===== config.mk =====
export PLATFORM = sky130hd
export DESIGN_NAME = segment_reorder_window_flat
export DESIGN_NICKNAME = d
export VERILOG_FILES = /design/src/design/sgrw_pkg.sv /design/src/design/sgrw_if.sv /design/src/design/sgrw_cell.sv /design/src/design/segment_reorder_window.sv /design/src/flat_wrapper.sv
export SDC_FILE = /design/constraint.sdc
export NUM_CORES = 1
export LEC_CHECK = 0
export ABC_AREA = 1
export BUFFER_PORTS_ARGS = -buffer_cell sky130_fd_sc_hd__buf_4
export CORE_MARGIN = 1.5
export CORE_UTILIZATION = 35
export CTS_CLUSTER_DIAMETER = 40
export DETAILED_ROUTE_END_ITERATION = 8
export PLACE_DENSITY = 0.55
export SLEW_MARGIN = 20
export SYNTH_ARGS = -nofsm -noshare
export SYNTH_HDL_FRONTEND = slang
export SYNTH_HIERARCHICAL = 1
export SYNTH_SLANG_ARGS = --single-unit

===== constraint.sdc =====
create_clock -name clk_i -period 7.3 [get_ports clk_i]
set_input_delay 0.365 -clock clk_i [delete_from_list [all_inputs] [get_ports clk_i]]
set_output_delay 0.365 -clock clk_i [all_outputs]
set_load 0.005 [all_outputs]

===== src/design/sgrw_pkg.sv =====
// Shared types and constants of the segment reorder window.
// No dependencies; every other file but the macro header imports it.
package sgrw_pkg;

  // Fixed field widths.
  localparam int OFF_W      = 30;
  localparam int ADDR_W     = 32;
  localparam int PORT_W     = 16;
  localparam int TAG_W      = 16;
  localparam int BYTES_W    = 10;
  localparam int CFG_IDX_W  = 2;
  localparam int CFG_DATA_W = 32;

  // Configuration register indexes.
  typedef enum logic [CFG_IDX_W-1:0] {
    CFG_FILE_LENGTH   = 2'd0,
    CFG_EXPECTED_ADDR = 2'd1,
    CFG_EXPECTED_PORT = 2'd2
  } cfg_idx_e;

  // Controller states.
  typedef enum logic [1:0] {
    ST_IDLE,
    ST_SEARCH,
    ST_RELEASE
  } state_e;

  // Control handed to every cell of the window.
  typedef struct packed {
    logic shift;
    logic load;
  } cell_ctrl_t;

  // Received segment descriptor.
  typedef struct packed {
    logic [OFF_W-1:0]  seg_start;
    logic [TAG_W-1:0]  payload_tag;
    logic [ADDR_W-1:0] sender_addr;
    logic [PORT_W-1:0] sender_port;
    logic              is_data;
  } seg_req_t;

  // Released in-order segment.
  typedef struct packed {
    logic [TAG_W-1:0]   out_tag;
    logic [BYTES_W-1:0] out_bytes;
    logic               last_of_run;
    logic               file_complete;
  } rel_req_t;

endpackage


===== src/design/sgrw_if.sv =====
// Valid/ready channel interfaces for segment descriptors and releases.
// Depends on sgrw_pkg for the payload types.
interface sgrw_seg_if import sgrw_pkg::*; ();
  logic     valid;
  logic     ready;
  seg_req_t data;

  modport source (output valid, output data, input ready);
  modport sink   (input valid, input data, output ready);
endinterface

interface sgrw_rel_if import sgrw_pkg::*; ();
  logic     valid;
  logic     ready;
  rel_req_t data;

  modport source (output valid, output data, input ready);
  modport sink   (input valid, input data, output ready);
endinterface


===== src/design/sgrw_cell.sv =====
// One slot of the receive window: a valid bit and a stored payload tag.
// Depends on sgrw_pkg for the cell control struct.
module sgrw_cell import sgrw_pkg::*; #(
  parameter int TAG_BITS = 16
) (
  input  logic                clk_i,
  input  logic                rst_ni,
  input  cell_ctrl_t          ctrl_i,
  input  logic [TAG_BITS-1:0] load_tag_i,
  input  logic                nbr_valid_i,
  input  logic [TAG_BITS-1:0] nbr_tag_i,
  output logic                valid_o,
  output logic [TAG_BITS-1:0] tag_o
);

  logic                valid_q;
  logic [TAG_BITS-1:0] tag_q;

  // The valid bit takes the neighbor's on a slide, or sets on a load.
  always_ff @(posedge clk_i or negedge rst_ni) begin
    if (!rst_ni) begin
      valid_q <= 1'b0;
    end else if (ctrl_i.shift) begin
      valid_q <= nbr_valid_i;
    end else if (ctrl_i.load) begin
      valid_q <= 1'b1;
    end
  end

  // The tag follows the same moves; a duplicate load overwrites it.
  always_ff @(posedge clk_i) begin
    if (ctrl_i.shift) begin
      tag_q <= nbr_tag_i;
    end else if (ctrl_i.load) begin
      tag_q <= load_tag_i;
    end
  end

  assign valid_o = valid_q;
  assign tag_o   = tag_q;

endmodule


===== src/design/segment_reorder_window.sv =====
// Segment reorder window: accepts one request, steps over the window slots
// one at a time to place it (a screened-out request skips this), then releases the
// in-order segments at the head one by one, holding while the output stalls.
// The slot search is serial, and the cell chain slides one slot per release.
// Reset clears slot valid bits, offset, state, config and output valid; no sweep.
module segment_reorder_window import sgrw_pkg::*; #(
  parameter int WINDOW_SLOTS  = 32,
  parameter int SEGMENT_BYTES = 1000,
  parameter int TAG_BITS      = 16
) (
  input  logic                  clk_i,
  input  logic                  rst_ni,
  input  logic                  cfg_we_i,
  input  logic [CFG_IDX_W-1:0]  cfg_idx_i,
  input  logic [CFG_DATA_W-1:0] cfg_wdata_i,
  sgrw_seg_if.sink              seg_i,
  sgrw_rel_if.source            rel_o
);

  localparam int IDX_W = (WINDOW_SLOTS > 1) ? $clog2(WINDOW_SLOTS) : 1;
  localparam logic [OFF_W-1:0] SEG_OFF  = OFF_W'(SEGMENT_BYTES);
  localparam logic [IDX_W-1:0] LAST_IDX = IDX_W'(WINDOW_SLOTS - 1);

  state_e state_q, state_d;

  logic [OFF_W-1:0]  file_len_q;
  logic [ADDR_W-1:0] exp_addr_q;
  logic [PORT_W-1:0] exp_port_q;
  logic [OFF_W-1:0]  next_off_q;

  logic [OFF_W-1:0]    dist_q;
  logic [IDX_W-1:0]    idx_q;
  logic [TAG_BITS-1:0] tag_q;
  logic [OFF_W-1:0]    remain_q;
  logic                out_valid_q;
  rel_req_t            out_q;

  logic                cell_valid [WINDOW_SLOTS];
  logic [TAG_BITS-1:0] cell_tag   [WINDOW_SLOTS];
  logic                second_valid;

  logic                seg_fire, file_done, seg_ok;
  logic [OFF_W-1:0]    diff, remain_in;
  logic [31:0]         tag_wide, head_tag_wide;
  logic [TAG_BITS-1:0] tag_in;
  logic                head_live, dist_fits;
  logic                load_en, can_emit, do_release;
  logic [OFF_W-1:0]    bytes_w;
  logic                complete;

  // Configuration registers.
  always_ff @(posedge clk_i or negedge rst_ni) begin
    if (!rst_ni) begin
      file_len_q <= '0;
      exp_addr_q <= '0;
      exp_port_q <= '0;
    end else if (cfg_we_i) begin
      unique case (cfg_idx_i)
        CFG_FILE_LENGTH:   file_len_q <= cfg_wdata_i[OFF_W-1:0];
        CFG_EXPECTED_ADDR: exp_addr_q <= cfg_wdata_i[ADDR_W-1:0];
        CFG_EXPECTED_PORT: exp_port_q <= cfg_wdata_i[PORT_W-1:0];
        default: ;
      endcase
    end
  end

  // Request screening against the peer, the header and the window start.
  assign seg_fire  = seg_i.valid && seg_i.ready;
  assign file_done = next_off_q >= file_len_q;
  assign diff      = seg_i.data.seg_start - next_off_q;
  assign remain_in = file_len_q - next_off_q;
  assign seg_ok    = (seg_i.data.sender_addr == exp_addr_q) &&
                     (seg_i.data.sender_port == exp_port_q) &&
                     seg_i.data.is_data &&
                     (seg_i.data.seg_start >= next_off_q) &&
                     (seg_i.data.seg_start < file_len_q);
  assign tag_wide  = 32'(seg_i.data.payload_tag);
  assign tag_in    = tag_wide[TAG_BITS-1:0];

  // Head of the window and the size of the segment it holds.
  assign head_live = cell_valid[0] && (remain_q != '0);
  assign dist_fits = dist_q < SEG_OFF;
  assign bytes_w   = (remain_q < SEG_OFF) ? remain_q : SEG_OFF;
  assign complete  = remain_q <= SEG_OFF;

  // Next state.
  always_comb begin
    state_d = state_q;
    unique case (state_q)
      ST_IDLE: begin
        if (seg_fire && !file_done) begin
          state_d = seg_ok ? ST_SEARCH : ST_RELEASE;
        end
      end
      ST_SEARCH: begin
        if (dist_fits || (idx_q == LAST_IDX)) begin
          state_d = ST_RELEASE;
        end
      end
      ST_RELEASE: begin
        if (!head_live) begin
          state_d = ST_IDLE;
        end
      end
      default: state_d = ST_IDLE;
    endcase
  end

  // Controller outputs.
  always_comb begin
    seg_i.ready = (state_q == ST_IDLE);
    load_en     = (state_q == ST_SEARCH) && dist_fits;
    can_emit    = !out_valid_q || rel_o.ready;
    do_release  = (state_q == ST_RELEASE) && head_live && can_emit;
  end

  always_ff @(posedge clk_i or negedge rst_ni) begin
    if (!rst_ni) begin
      state_q <= ST_IDLE;
    end else begin
      state_q <= state_d;
    end
  end

  // Window offset advances by the bytes of each released segment.
  always_ff @(posedge clk_i or negedge rst_ni) begin
    if (!rst_ni) begin
      next_off_q <= '0;
    end else if (do_release) begin
      next_off_q <= next_off_q + bytes_w;
    end
  end

  // Serial slot search: step one segment size per cycle.
  always_ff @(posedge clk_i) begin
    if (seg_fire) begin
      dist_q <= diff;
      idx_q  <= '0;
      tag_q  <= tag_in;
    end else if ((state_q == ST_SEARCH) && !dist_fits) begin
      dist_q <= dist_q - SEG_OFF;
      idx_q  <= idx_q + 1'b1;
    end
  end

  // Bytes left in the file, counted down as segments are released.
  always_ff @(posedge clk_i) begin
    if (seg_fire) begin
      remain_q <= remain_in;
    end else if (do_release) begin
      remain_q <= remain_q - bytes_w;
    end
  end

  // Output register for released segments.
  assign head_tag_wide = 32'(cell_tag[0]);

  always_ff @(posedge clk_i) begin
    if (do_release) begin
      out_q.out_tag       <= head_tag_wide[TAG_W-1:0];
      out_q.out_bytes     <= bytes_w[BYTES_W-1:0];
      out_q.last_of_run   <= complete || !second_valid;
      out_q.file_complete <= complete;
    end
  end

  always_ff @(posedge clk_i or negedge rst_ni) begin
    if (!rst_ni) begin
      out_valid_q <= 1'b0;
    end else if (do_release) begin
      out_valid_q <= 1'b1;
    end else if (rel_o.ready) begin
      out_valid_q <= 1'b0;
    end
  end

  assign rel_o.valid = out_valid_q;
  assign rel_o.data  = out_q;

  // Chain of window cells; each slides toward the head on a release.
  for (genvar i = 0; i < WINDOW_SLOTS; i++) begin : g_cell
    cell_ctrl_t          ctrl;
    logic                nbr_valid;
    logic [TAG_BITS-1:0] nbr_tag;

    assign ctrl.shift = do_release;
    assign ctrl.load  = load_en && (idx_q == IDX_W'(i));

    if (i == WINDOW_SLOTS - 1) begin : g_tail
      assign nbr_valid = 1'b0;
      assign nbr_tag   = '0;
    end else begin : g_body
      assign nbr_valid = cell_valid[i+1];
      assign nbr_tag   = cell_tag[i+1];
    end

    sgrw_cell #(
      .TAG_BITS (TAG_BITS)
    ) u_cell (
      .clk_i       (clk_i),
      .rst_ni      (rst_ni),
      .ctrl_i      (ctrl),
      .load_tag_i  (tag_q),
      .nbr_valid_i (nbr_valid),
      .nbr_tag_i   (nbr_tag),
      .valid_o     (cell_valid[i]),
      .tag_o       (cell_tag[i])
    );
  end

  // Whether a second segment waits behind the head.
  if (WINDOW_SLOTS > 1) begin : g_second
    assign second_valid = cell_valid[1];
  end else begin : g_single
    assign second_valid = 1'b0;
  end

endmodule


===== src/flat_wrapper.sv =====
// flat-port wrapper written by rule: the top's interface ports become plain ports
module segment_reorder_window_flat import sgrw_pkg::*;
#(
  parameter int WINDOW_SLOTS  = 32,
  parameter int SEGMENT_BYTES = 1000,
  parameter int TAG_BITS      = 16
)
  (clk_i, rst_ni, cfg_we_i, cfg_idx_i, cfg_wdata_i, seg_i_valid, seg_i_data, seg_i_ready, rel_o_valid, rel_o_data, rel_o_ready);
  sgrw_seg_if seg_i_i ();
  sgrw_rel_if rel_o_i ();
  input  logic clk_i;
  input  logic rst_ni;
  input  logic cfg_we_i;
  input  logic [CFG_IDX_W-1:0] cfg_idx_i;
  input  logic [CFG_DATA_W-1:0] cfg_wdata_i;
  input wire logic [$bits(seg_i_i.valid)-1:0] seg_i_valid;
  input wire logic [$bits(seg_i_i.data)-1:0] seg_i_data;
  output wire logic [$bits(seg_i_i.ready)-1:0] seg_i_ready;
  output wire logic [$bits(rel_o_i.valid)-1:0] rel_o_valid;
  output wire logic [$bits(rel_o_i.data)-1:0] rel_o_data;
  input wire logic [$bits(rel_o_i.ready)-1:0] rel_o_ready;
  assign seg_i_i.valid = seg_i_valid;
  assign seg_i_i.data = seg_i_data;
  assign seg_i_ready = seg_i_i.ready;
  assign rel_o_valid = rel_o_i.valid;
  assign rel_o_data = rel_o_i.data;
  assign rel_o_i.ready = rel_o_ready;
  segment_reorder_window #(.WINDOW_SLOTS(WINDOW_SLOTS), .SEGMENT_BYTES(SEGMENT_BYTES), .TAG_BITS(TAG_BITS)) u_core (.clk_i(clk_i), .rst_ni(rst_ni), .cfg_we_i(cfg_we_i), .cfg_idx_i(cfg_idx_i), .cfg_wdata_i(cfg_wdata_i), .seg_i(seg_i_i), .rel_o(rel_o_i));
endmodule

==> results by group, run 1 <==
Status
  – Outcome: completed

STA
  – Final setup fails: 0
  – Setup ws final: 3.108 ns
  – Max transition margin: 0.3042
  – TNS Setup: 0 ns
  – Worst-Margin Slew: around 1.0 ns
  – Final Max Tran Viols: 0
  – Minimum clock period after layout: 4.192 ns
  – Hold Vio Cnt, Final: 0
  – Period utilization: 0.5742
  – Unrepaired setup endpoints after global routing: no
  – Fmax: 0.2386 GHz
  – Final clock skew: 0.03737 ns

Detailed routing
  – Routed len/inst: around 18 µm
  – DRT Wirelength: 118500 µm
  – Routed vias: 32160
  – First-pass detailed-route iteration total: 5
  – ANT nets after route: 0
  – DRT iter0 DRCs: approximately 2600
  – Remaining DRCs: 0
  – Via density per instance: 4.869

Cells and area
  – Area Growth Syn to Fin: 17.94%
  – Final Net Count: between 5000 and 6000
  – Ratio of cells with drive above 1 in the final layout: 0.1296

Floorplan
  – Cell Rows: 125
  – Starting Density: 0.3537
  – Die width: 345.9 µm
  – Die Height: 345.9 µm
  – IO Pins: 164
  – Core Footprint: 116400 µm²
  – DIE AREA: about 120000 µm²

GRT
  – Gr usage total: 0.1970
  – Initial antenna violation count: 2
  – First-pass GRT wire length: between 150000 and 200000 µm
  – Largest net degree at the start of global routing: 169
  – Grt ovf: 0
  – Vias in the first global route: 31160

Clock network
  – Worst-path clk slew: 0.05 ns
  – Hold buffers post-CTS: around 50
  – Root buf cell: clkbuf_16
  – Inserted Clock Buffers: 131
  – Skew-Pair Late Insertion Delay: between 0.7 and 0.8 ns
  – TritonCTS sink count: 761
  – CTS tree: built
  – Depth of the CTS H-tree: 4
  – Cells resized by post-CTS repair: 0
  – CTS Buffer Depth: 3
  – Post-CTS Setup Inserts: 0

Setup path
  – Crit path cell chain: nor2_2 -> nand3_2 -> nor2_1 -> nand2_2 -> nor2_1 -> ha_1 -> inv_1 -> fa_1 -> o21ai_0 -> a21oi_1 -> inv_1 -> nand2_1 -> nand2_1 -> nand3_1 -> nand2_1 -> a21oi_1 -> o21ai_0 -> o21ai_0
  – Largest stage delay, worst path: 0.75 ns
  – CP startpoint: u_core/remain_q[15]$_DFFE_PP_
  – Slowest CP cell: o21ai_0
  – Critical Path AT: 4.76 ns
  – Req. time, crit path: 7.87 ns
  – Crit-path max FO: 22
  – Reg-to-reg startpoint: u_core/remain_q[15]$_DFFE_PP_
  – Top delay family on crit path: simple AND/OR/NAND/NOR gates
  – Worst Setup End Kind: flop
  – Buf/Inv on CP: 2
  – CP startpoint kind: flop
  – Crit Path Class: reg2reg

Placement
  – Port Buffers: 163
  – GPL Wtd Cong: 0.9315
  – Pre-CTS setup slack: 3.285 ns
  – Post-DP HPWL: between 80000 and 90000 µm

Yosys
  – Synth Warn #: 6
  – Seq/Total Area, Yosys: 0.5366
  – Post-synthesis instance total: ~4700
  – Synth area leaders: edfxtp_1 (45%), nand2_1 (18%), dfrtp_1 (8.7%)
  – Synth area leader: edfxtp_1
  – Synth top area share: 0.4472
  – Synthesized cell area: about 41000 µm²
  – Yosys reg bits: about 760
  – Count leader, synth: nand2_1
  – Netlist cell types: 57
  – Cell types with the highest counts after synthesis: nand2_1 (2015), edfxtp_1 (613), inv_1 (384)
  – Mapped Avg Cell Area: 8.761 µm²
  – Number of enable flip-flop cells after synthesis: 613
  – Top_reg_cell synth: edfxtp_1
  – Async SR Flop Fraction: 0.1879

Worst hold path
  – Hold path startpoint: cfg_wdata_i[6]
  – Path category of the worst min-delay check: in2reg

Power
  – VDD IR max: 0.2954 mV
  – Pwr/cell area: approximately 450 nW/µm²
  – P_leak: 0.02169 µW

Job
  – Max Cap Viol: 0
[cell type report]
class,instances,area [µm²]
clock inverter,93,1119
clock buffer,147,3442
fill,11570,67820
timing repair buffer,240,1978
antenna,1,2.502
tap,1524,1907
multi-input combinational,3418,16190
sequential,761,22090
inverter,420,1817
[worst paths after layout]
check	cells past startpoint	slack [ns]	end
min in group asynchronous	2	0.31	u_core/g_cell[24].u_cell/valid_o$_DFFE_PN0P_
min reg2reg	0	0.42	u_core/rel_o.data[16]$_DFFE_PP_
max	18	3.11	u_core/next_off_q[18]$_DFFE_PN0P_
max in group asynchronous	3	5.48	u_core/exp_addr_q[5]$_DFFE_PN0P_
min	3	0.03	u_core/exp_port_q[6]$_DFFE_PN0P_
max reg2reg	18	3.11	u_core/next_off_q[18]$_DFFE_PN0P_
[worst min-delay path, cell delays in order]
cell and delay (ns):
buf_4 0.09, inv_1 0.09, o21ai_0 0.16
[cell usage in the layout, fill, tap and decap left out, types with 8 or more instances in the layout]
cell type      count
bufinv_16         17
nand2_1         2015
o21a_1             8
clkinvlp_4         9
xor2_1            40
clkbuf_1           9
inv_6             16
dlygate4sd3_1     49
nand4_1           24
buf_4            186
clkinv_2          20
nor3_1            45
nand3_1          155
conb_1            37
o21ai_1           13
o22ai_1           10
nor4_1            10
a21o_1            22
nor2_1           216
edfxtp_1         613
ha_1             126
inv_8             37
dfrtp_1          143
o21bai_1          17
o21ai_0          228
xnor2_1           29
a21oi_1          163
inv_1            384
a31oi_1           12
clkbuf_16        134
nand2_2          169
or2_2             11
clkinv_4          10
[state kept, by name, summed over array words and instances (netlist names)]
register	cells
u_core/g_cell.u_cell/tag_o	512
u_core/exp_addr_q	32
u_core/g_cell.u_cell/valid_o	32
u_core/file_len_q	30
u_core/next_off_q	30
u_core/remain_q	30
u_core/rel_o.data	28
u_core/dist_q	27
u_core/exp_port_q	16
u_core/tag_q	16
u_core/idx_q	5
u_core/state_q	2
u_core/rel_o.valid	1
[per-stage QoR]
stage / area, µm² / hold WS, ns / std cells / util / total power, µW
after global routing: 48540 / 0.01987 / 6603 / 0.4171 / 23490
after floorplan: 41290 / 0.06941 / 4733 / - / 13660
after global placement: 43470 / 0.4009 / 6314 / 0.3736 / 15520
after detailed placement: 43470 / 0.4045 / 6314 / 0.3736 / 15600
after CTS: 48520 / 0.003708 / 6603 / 0.4170 / 22050
final: 48540 / 0.03141 / 6604 / 0.4172 / 21980
[kinds of logic after synthesis]
| logic type | count (synthesis) | synth area share |
|---|---|---|
| simple gates | 2682 | 0.2675 |
| flops | 761 | 0.5366 |
| buf+inv | 554 | 0.07420 |
| compound gates | 500 | 0.06700 |
| fa+ha+maj | 128 | 0.03928 |
| xor+xnor | 69 | 0.01468 |
| other cells | 2 | 0.0001825 |
| mux | 2 | 0.0005168 |
[where the power goes]
| part | leakage, µW | total, µW | switching (µW) | internal (µW) |
|---|---|---|---|---|
| Combinational | 0.0120 | 7920 | 5640 | 2280 |
| Clock | 0.00223 | 6330 | 2280 | 4050 |
| Sequential | 0.00751 | 7730 | 654 | 7080 |
[routing by layer]
metal / track usage / wire [µm]
met1: 0.2841 / 56240
met5: 0 / 11
met2: 0.2919 / 50660
met4: 0.06536 / 2866
met3: 0.04222 / 8754
Power figures use the tool's default switching activity.
==> inputs of run 2 (changes only) <==
--- a/config.mk
+++ b/config.mk
@@ -5,7 +5,7 @@
 export SDC_FILE = /design/constraint.sdc
 export NUM_CORES = 1
 export LEC_CHECK = 0
-export ABC_AREA = 1
+export ABC_AREA = 0
 export BUFFER_PORTS_ARGS = -buffer_cell sky130_fd_sc_hd__buf_4
 export CORE_MARGIN = 1.5
 export CORE_UTILIZATION = 35
==> constraint.sdc (replaced) <==
create_clock -name clk_i -period 4.4 [get_ports clk_i]
set_input_delay 0.22 -clock clk_i [delete_from_list [all_inputs] [get_ports clk_i]]
set_output_delay 0.22 -clock clk_i [all_outputs]
set_load 0.005 [all_outputs]
==> results by group, run 2 <==
Yosys
  – Top_reg_cell synth: edfxtp_1
  – Seq/Total Area, Yosys: 0.5642 (+0.02763)
  – Synth top area share: 0.4703 (+0.02303)
  – Cell types with the highest counts after synthesis: edfxtp_1 (613), mux2_2 (338), mux2_4 (224)
  – Number of enable flip-flop cells after synthesis: 613 (unchanged)
  – Async SR Flop Fraction: 0.1879 (unchanged)
  – Synth area leader: edfxtp_1
  – Mapped Avg Cell Area: 14.06 µm² (+60%)
  – Yosys reg bits: 761 (unchanged)
  – Netlist cell types: 87 (+53%)
  – Post-synthesis instance total: 2784 (-41%)
  – Synth Warn #: 6 (unchanged)
  – Synth area leaders: edfxtp_1 (47%), mux2_2 (9.7%), dfrtp_1 (9.1%)
  – Count leader, synth: edfxtp_1
  – Synthesized cell area: 39140 µm² (-4.9%)

Clock network
  – Depth of the CTS H-tree: 4 (unchanged)
  – Skew-Pair Late Insertion Delay: 0.72 ns (about the same)
  – CTS Buffer Depth: 3 (unchanged)
  – CTS tree: built
  – TritonCTS sink count: 761 (unchanged)
  – Inserted Clock Buffers: 131 (unchanged)
  – Root buf cell: clkbuf_16
  – Worst-path clk slew: 0.05 ns (about the same)

GRT
  – Vias in the first global route: 23460 (-25%)
  – Largest net degree at the start of global routing: 86 (-49%)
  – Gr usage total: 0.1529 (-0.04406)
  – Grt ovf: 0 (unchanged)
  – First-pass GRT wire length: 135900 µm (-25%)
  – Initial antenna violation count: 3 (+1)

Detailed routing
  – First-pass detailed-route iteration total: 6 (+1)
  – Remaining DRCs: 0 (unchanged)
  – Routed len/inst: 18.02 µm (+0.39%)
  – DRT Wirelength: 86070 µm (-27%)
  – Via density per instance: 4.859 (-0.21%)
  – ANT nets after route: 0 (unchanged)
  – DRT iter0 DRCs: 1361 (-48%)
  – Routed vias: 23210 (-28%)

Setup path
  – Top delay family on crit path: simple AND/OR/NAND/NOR gates
  – Critical Path AT: 4.74 ns (-0.02 ns)
  – Largest stage delay, worst path: 0.42 ns (-0.33 ns)
  – Buf/Inv on CP: 2 (unchanged)
  – Reg-to-reg startpoint: u_core/remain_q[24]$_DFFE_PP_
  – Worst Setup End Kind: flop
  – Worst r2r path cells: 16 (-2)
  – R2R Setup Slk: 0.23 ns (-2.87 ns)
  – Slowest CP cell: or3_4
  – R2r endpoint: u_core/next_off_q[23]$_DFFE_PN0P_
  – Crit path cell chain: or3_4 -> nor4_4 -> nor4b_4 -> and2b_2 -> buf_4 -> nand2b_1 -> ha_1 -> inv_1 -> o311a_1 -> o32ai_4 -> and3_1 -> a211oi_2 -> o21ai_2 -> a21oi_1 -> and4b_1 -> or3_1
  – Crit Path Class: reg2reg
  – Req. time, crit path: 4.98 ns (-2.89 ns)
  – Crit-path max FO: 4 (-82%)
  – CP startpoint kind: flop

Cells and area
  – Ratio of cells with drive above 1 in the final layout: 0.3377 (+0.2081)
  – Max reg flops: 512 (unchanged)
  – Final Net Count: 3439 (-34%)
  – Area of the multi-input gates: 15840 µm² (-2.2%)
  – Fillers: 10220 (-12%)
  – Commonest non-fill, non-tap cell in the layout: edfxtp_1
  – Finished Core Util: 0.4295 (+0.01234)
  – Most frequent cells in the layout: edfxtp_1 (613), mux2_2 (338), buf_4 (253)
  – Final Non-Filler Cells: 4777 (-28%)
  – Storage cell area: 22090 µm² (unchanged)
  – Area Growth Syn to Fin: 21.60%

STA
  – Final setup fails: 0 (unchanged)
  – Worst-Margin Slew: 1.005 ns (-0.03702 ns)
  – Fmax: 0.2400 GHz (+0.60%)
  – Minimum clock period after layout: 4.167 ns (-0.02517 ns)
  – Max transition margin: 0.3279 (+0.02367)
  – TNS Setup: 0 ns (unchanged)
  – Setup ws final: 0.2334 ns (-2.875 ns)
  – Final clock skew: 0.03474 ns (-0.002624 ns)
  – Final Max Tran Viols: 0 (unchanged)
  – Hold Vio Cnt, Final: 0 (unchanged)
  – Period utilization: 0.9470 (+0.3727)

Placement
  – Post-DP HPWL: 59790 µm (-26%)
  – Pre-CTS setup slack: -0.04211 ns (-3.327 ns)
  – Port Buffers: 163 (unchanged)
  – Placed cells: 4470 (-29%)
  – GPL Wtd Cong: 0.8909 (-4.4%)

Floorplan
  – Die Height: 337.4 µm (-2.5%)
  – Cell Rows: 122 (-2.4%)
  – Core Footprint: 110800 µm² (-4.8%)
  – Starting Density: 0.3532 (-0.0005050)
  – IO Pins: 164 (unchanged)
  – Die width: 337.4 µm (-2.5%)
  – DIE AREA: 113900 µm² (-4.9%)

Status
  – Outcome: completed

Power
  – Pwr/cell area: 618.2 nW/µm² (+37%)
  – P_leak: 0.01807 µW (-17%)
  – Power, Total: 29430 µW (+34%)
  – VDD IR max: 0.3866 mV (+31%)

Job
  – Max Cap Viol: 0 (unchanged)

Worst hold path
  – Path category of the worst min-delay check: in2async
==> run 2: cell types whose count changed after synthesis, moves of 65 or more <==
cell,change
a21oi_1,-85
inv_1,-300
mux2_2,+337
mux2_4,+224
nand2_1,-1835
nand2_2,-169
nand3_1,-135
nor2_1,-78
o21ai_0,-65
==> run 2: where the power goes <==
group	total (µW)	switching [µW]	internal, µW	leakage [µW]
combinational	8560	4520	4030	0.00847
clock	10400	3840	6590	0.00222
sequential	10400	712	9730	0.00738
==> run 2: layer usage <==
metal	vias up	share of wire	track usage
met3	170	0.051	0.03568
met2	477	0.45	0.2324
met5	-	0.00013	0
li1	11240	-	-
met1	11320	0.47	0.2114
met4	2	0.028	0.05763
==> run 2: cell families after synthesis <==
| logic type | synth area share |
|---|---|
| fa+ha+maj | 0.04130 |
| buf+inv | 0.03781 |
| flops | 0.5642 |
| mux | 0.1844 |
| simple gates | 0.07061 |
| other cells | 0.0001919 |
| compound gates | 0.06585 |
| xor+xnor | 0.03558 |
==> run 2: timing repair <==
item / CTS / global route
gates resized for setup: 3 / 17
setup buffers: 0 / 2
hold endpoints to repair: 151 / 0
endpoints found under the setup margin: 7 / 12
hold buffers: 57 / 0
pin swaps: 0 / 4
==> run 2: worst max path at each step <==
stage                                                   end                           from  cells past startpoint  slack, ns
after floorplan           u_core/next_off_q[22]$_DFFE_PN0P_  u_core/remain_q[16]$_DFFE_PP_                     19       0.03
after global placement    u_core/next_off_q[23]$_DFFE_PN0P_  u_core/remain_q[16]$_DFFE_PP_                     17     -0.007
after detailed placement  u_core/next_off_q[28]$_DFFE_PN0P_  u_core/remain_q[16]$_DFFE_PP_                     17      -0.04
after CTS                 u_core/next_off_q[28]$_DFFE_PN0P_  u_core/remain_q[24]$_DFFE_PP_                     17       0.02
after global routing      u_core/next_off_q[17]$_DFFE_PN0P_  u_core/remain_q[24]$_DFFE_PP_                     18      -0.01
final                     u_core/next_off_q[23]$_DFFE_PN0P_  u_core/remain_q[24]$_DFFE_PP_                     16       0.23
==> run 2: final cells by class <==
class | instances | area share
tap | 1488 | 0.03911
clock inverter | 91 | 0.02403
inverter | 86 | 0.006940
multi-input combinational | 1867 | 0.3327
sequential | 761 | 0.4640
clock buffer | 152 | 0.07331
timing repair buffer | 330 | 0.05980
antenna | 2 | 0.0001051
==> run 2: through the flow <==
| step | hold WS (ns) | instance area [µm²] |
|---|---|---|
| global placement | 0.2315 | 42210 |
| CTS | 0.01565 | 47440 |
| detailed placement | 0.2286 | 42210 |
| global route | 0.07022 | 47600 |
| floorplan | -0.07559 | 39280 |
| finish | 0.04749 | 47600 |
==> run 2: worst register-to-register path: cells and delay by family, from the launching register on <==
kind | cells | cell delay (ns)
AOI/OAI and AO/OA | 5 | 1.09
DFF | 1 | 0.40
adders and majority gates | 1 | 0.33
buffers and inverters | 2 | 0.19
and+or+nand+nor | 8 | 2.02
==> inputs of run 3 (changes only) <==
--- a/config.mk
+++ b/config.mk
@@ -7,11 +7,14 @@
 export LEC_CHECK = 0
 export ABC_AREA = 0
 export BUFFER_PORTS_ARGS = -buffer_cell sky130_fd_sc_hd__buf_4
+export CELL_PAD_IN_SITES_DETAIL_PLACEMENT = 0
+export CELL_PAD_IN_SITES_GLOBAL_PLACEMENT = 1
+export CORE_ASPECT_RATIO = 0.6
 export CORE_MARGIN = 1.5
 export CORE_UTILIZATION = 35
 export CTS_CLUSTER_DIAMETER = 40
 export DETAILED_ROUTE_END_ITERATION = 8
-export PLACE_DENSITY = 0.55
+export PLACE_DENSITY = 0.62
 export SLEW_MARGIN = 20
 export SYNTH_ARGS = -nofsm -noshare
 export SYNTH_HDL_FRONTEND = slang
==> results by group, run 3 (same netlist as run 2, synthesis figures left out) <==
Status
  – Outcome: complete, but fails checks
  – Failing checks: negative setup slack

Setup path
  – Slowest CP cell: o32ai_4
  – Reg-to-reg startpoint: u_core/remain_q[22]$_DFFE_PP_
  – CP startpoint: u_core/remain_q[22]$_DFFE_PP_
  – Crit-path max FO: 5 (+1)
  – Worst Setup End Kind: flop
  – Crit path cell chain: or3_4 -> nor4_4 -> nor4b_4 -> buf_4 -> and2b_2 -> buf_12 -> and2_4 -> ha_4 -> buf_6 -> nor2_2 -> o311a_4 -> o32ai_4 -> and3_4 -> a211oi_4 -> o21ai_2 -> a21oi_2 -> and4b_1 -> or3_1
  – Largest stage delay, worst path: 0.48 ns (+0.06 ns)
  – Req. time, crit path: 4.95 ns (-0.03 ns)
  – Critical Path AT: 4.96 ns (+0.22 ns)
  – Buf/Inv on CP: 3 (+1)
  – Top delay family on crit path: simple AND/OR/NAND/NOR gates
  – Crit Path Class: reg2reg
  – CP startpoint kind: flop

Floorplan
  – Core Footprint: 110200 µm² (-0.56%)
  – Cell Rows: 94 (-23%)
  – IO Pins: 164 (unchanged)
  – Starting Density: 0.3552 (+0.001981)
  – DIE AREA: 113900 µm² (about the same)
  – Die Height: 262.0 µm (-22%)
  – Die width: 434.7 µm (+29%)

Clock network
  – Depth of the CTS H-tree: 3 (-1)
  – Root buf cell: clkbuf_16
  – CTS tree: built
  – Inserted Clock Buffers: 99 (-24%)
  – CTS Buffer Depth: 3 (unchanged)
  – TritonCTS sink count: 761 (unchanged)
  – Skew-Pair Late Insertion Delay: 0.70 ns (-0.02 ns)
  – Worst-path clk slew: 0.06 ns (about the same)

Power
  – Pwr/cell area: 598.8 nW/µm² (-3.1%)
  – P_leak: 0.01772 µW (-2.0%)
  – VDD IR max: 0.3101 mV (-20%)

Worst hold path
  – Path category of the worst min-delay check: in2reg
  – Hold path startpoint: seg_i_data[87]

Job
  – Max Cap Viol: 0 (unchanged)

STA
  – Fmax: 0.2272 GHz (-5.3%)
  – Final Max Tran Viols: 0 (unchanged)
  – TNS Setup: -0.002088 ns (-0.002088 ns)
  – Setup ws final: -0.002088 ns (-0.2355 ns)
  – Worst-Margin Slew: 1.037 ns (+0.03152 ns)
  – Minimum clock period after layout: 4.402 ns (+0.2355 ns)
  – Final clock skew: 0.03091 ns (-0.003831 ns)
  – Period utilization: 1.000 (+0.05352)
  – Final setup fails: 1 (+1)
  – Max transition margin: 0.3089 (-0.01899)
  – Hold Vio Cnt, Final: 0 (unchanged)
  – Worst hold slack: 0.1198 ns (+0.07231 ns)
  – Unrepaired setup endpoints after global routing: yes

Detailed routing
  – DRT Wirelength: 94200 µm (+9.4%)
  – DRT iter0 DRCs: 1688 (+24%)
  – Remaining DRCs: 0 (unchanged)
  – First-pass detailed-route iteration total: 5 (-1)
  – Routed len/inst: 19.82 µm (+10%)
  – Routed vias: 23560 (+1.5%)
  – Via density per instance: 4.957 (+2.0%)
  – ANT nets after route: 0 (unchanged)

GRT
  – Vias in the first global route: 23900 (+1.9%)
  – Gr usage total: 0.1647 (+0.01178)
  – Grt ovf: 0 (unchanged)
  – Initial antenna violation count: 5 (+2)
  – Largest net degree at the start of global routing: 109 (+27%)
  – First-pass GRT wire length: 145500 µm (+7.1%)

Placement
  – Port Buffers: 163 (unchanged)
  – GPL Wtd Cong: 0.8677 (-2.6%)
  – Post-DP HPWL: 65550 µm (+9.6%)

Cells and area
  – Fillers: 10070 (-1.5%)
  – Area Growth Syn to Fin: 19.46%
  – Commonest non-fill, non-tap cell in the layout: edfxtp_1
  – Most frequent cells in the layout: edfxtp_1 (613), mux2_2 (338), buf_4 (300)
  – Ratio of cells with drive above 1 in the final layout: 0.3385 (+0.0008477)
  – Final Net Count: 3444 (+0.15%)
  – Max reg flops: 512 (unchanged)
run 3: cell count changes in the layout (fill, tap and decap cells not counted), sizes merged:
cell         delta
buf            +42
clkbuf         -37
diode           -1
clkinv         -15
bufinv          -2
inv             +3
dlygate4sd3     -6
clkinvlp        -8
run 3: worst paths after layout:
check / cells after the start / slack [ns] / endpoint
min in group asynchronous: 2 / 0.13 / u_core/file_len_q[0]$_DFFE_PN0P_
max reg2reg: 18 / -0.002 / u_core/next_off_q[23]$_DFFE_PN0P_
min: 4 / 0.12 / u_core/dist_q[22]$_DFFE_PP_
max in group asynchronous: 3 / 3.17 / u_core/exp_addr_q[23]$_DFFE_PN0P_
max: 18 / -0.002 / u_core/next_off_q[23]$_DFFE_PN0P_
min reg2reg: 0 / 0.42 / u_core/rel_o.data[22]$_DFFE_PP_
run 3: through the flow:
stage	total power (µW)	utilization	cells	area, µm²	setup WS (ns)
after floorplan	16880	-	2819	39280	0.03356
final	28000	0.4243	4753	46760	-0.002088
after detailed placement	19390	0.3852	4507	42450	-0.4917
after CTS	28070	0.4224	4745	46550	0.05359
after global placement	19190	0.3852	4507	42450	-0.5533
after global routing	29530	0.4243	4752	46760	-0.1226
run 3: power breakdown:
group          internal, µW  leakage (µW)  switching (µW)
Sequential             9710       0.00738             665
Combinational          4240       0.00867            5040
Clock                  5010       0.00166            3340
run 3: layer usage:
| metal | up-vias | wire length [µm] | track usage |
|---|---|---|---|
| met3 | 141 | 4685 | 0.03170 |
| met4 | 0 | 1915 | 0.04396 |
| li1 | 11190 | - | - |
| met1 | 11770 | 50720 | 0.2624 |
| met5 | - | 0 | 0 |
| met2 | 455 | 36880 | 0.2225 |
run 3: repair_timing:
item | 4_1_cts | 5_1_grt
endpoints found under the setup margin | 15 | 12
hold buffers | 51 | 0
gates cloned | 0 | 1
pin swaps | 11 | 23
gates resized for setup | 21 | 24
hold endpoints to repair | 160 | 0
buffers inserted | 5 | 7
run 3: final cells by class:
class	instances	area [µm²]	area share
clock inverters	69	803.3	0.01718
clock buffers	114	2629	0.05622
repair buffers	367	3070	0.06566
well taps	1488	1862	0.03981
diodes	1	2.502	0.00005351
multi-input cells	1867	15980	0.3417
inverters	86	330.3	0.007064
flip-flops and latches	761	22090	0.4723
run 3: tightest hold or removal path, cell delays in order:
cell and delay, ns:
buf_4 0.10, ha_1 0.18, o21ai_0 0.11, o21ai_0 0.08
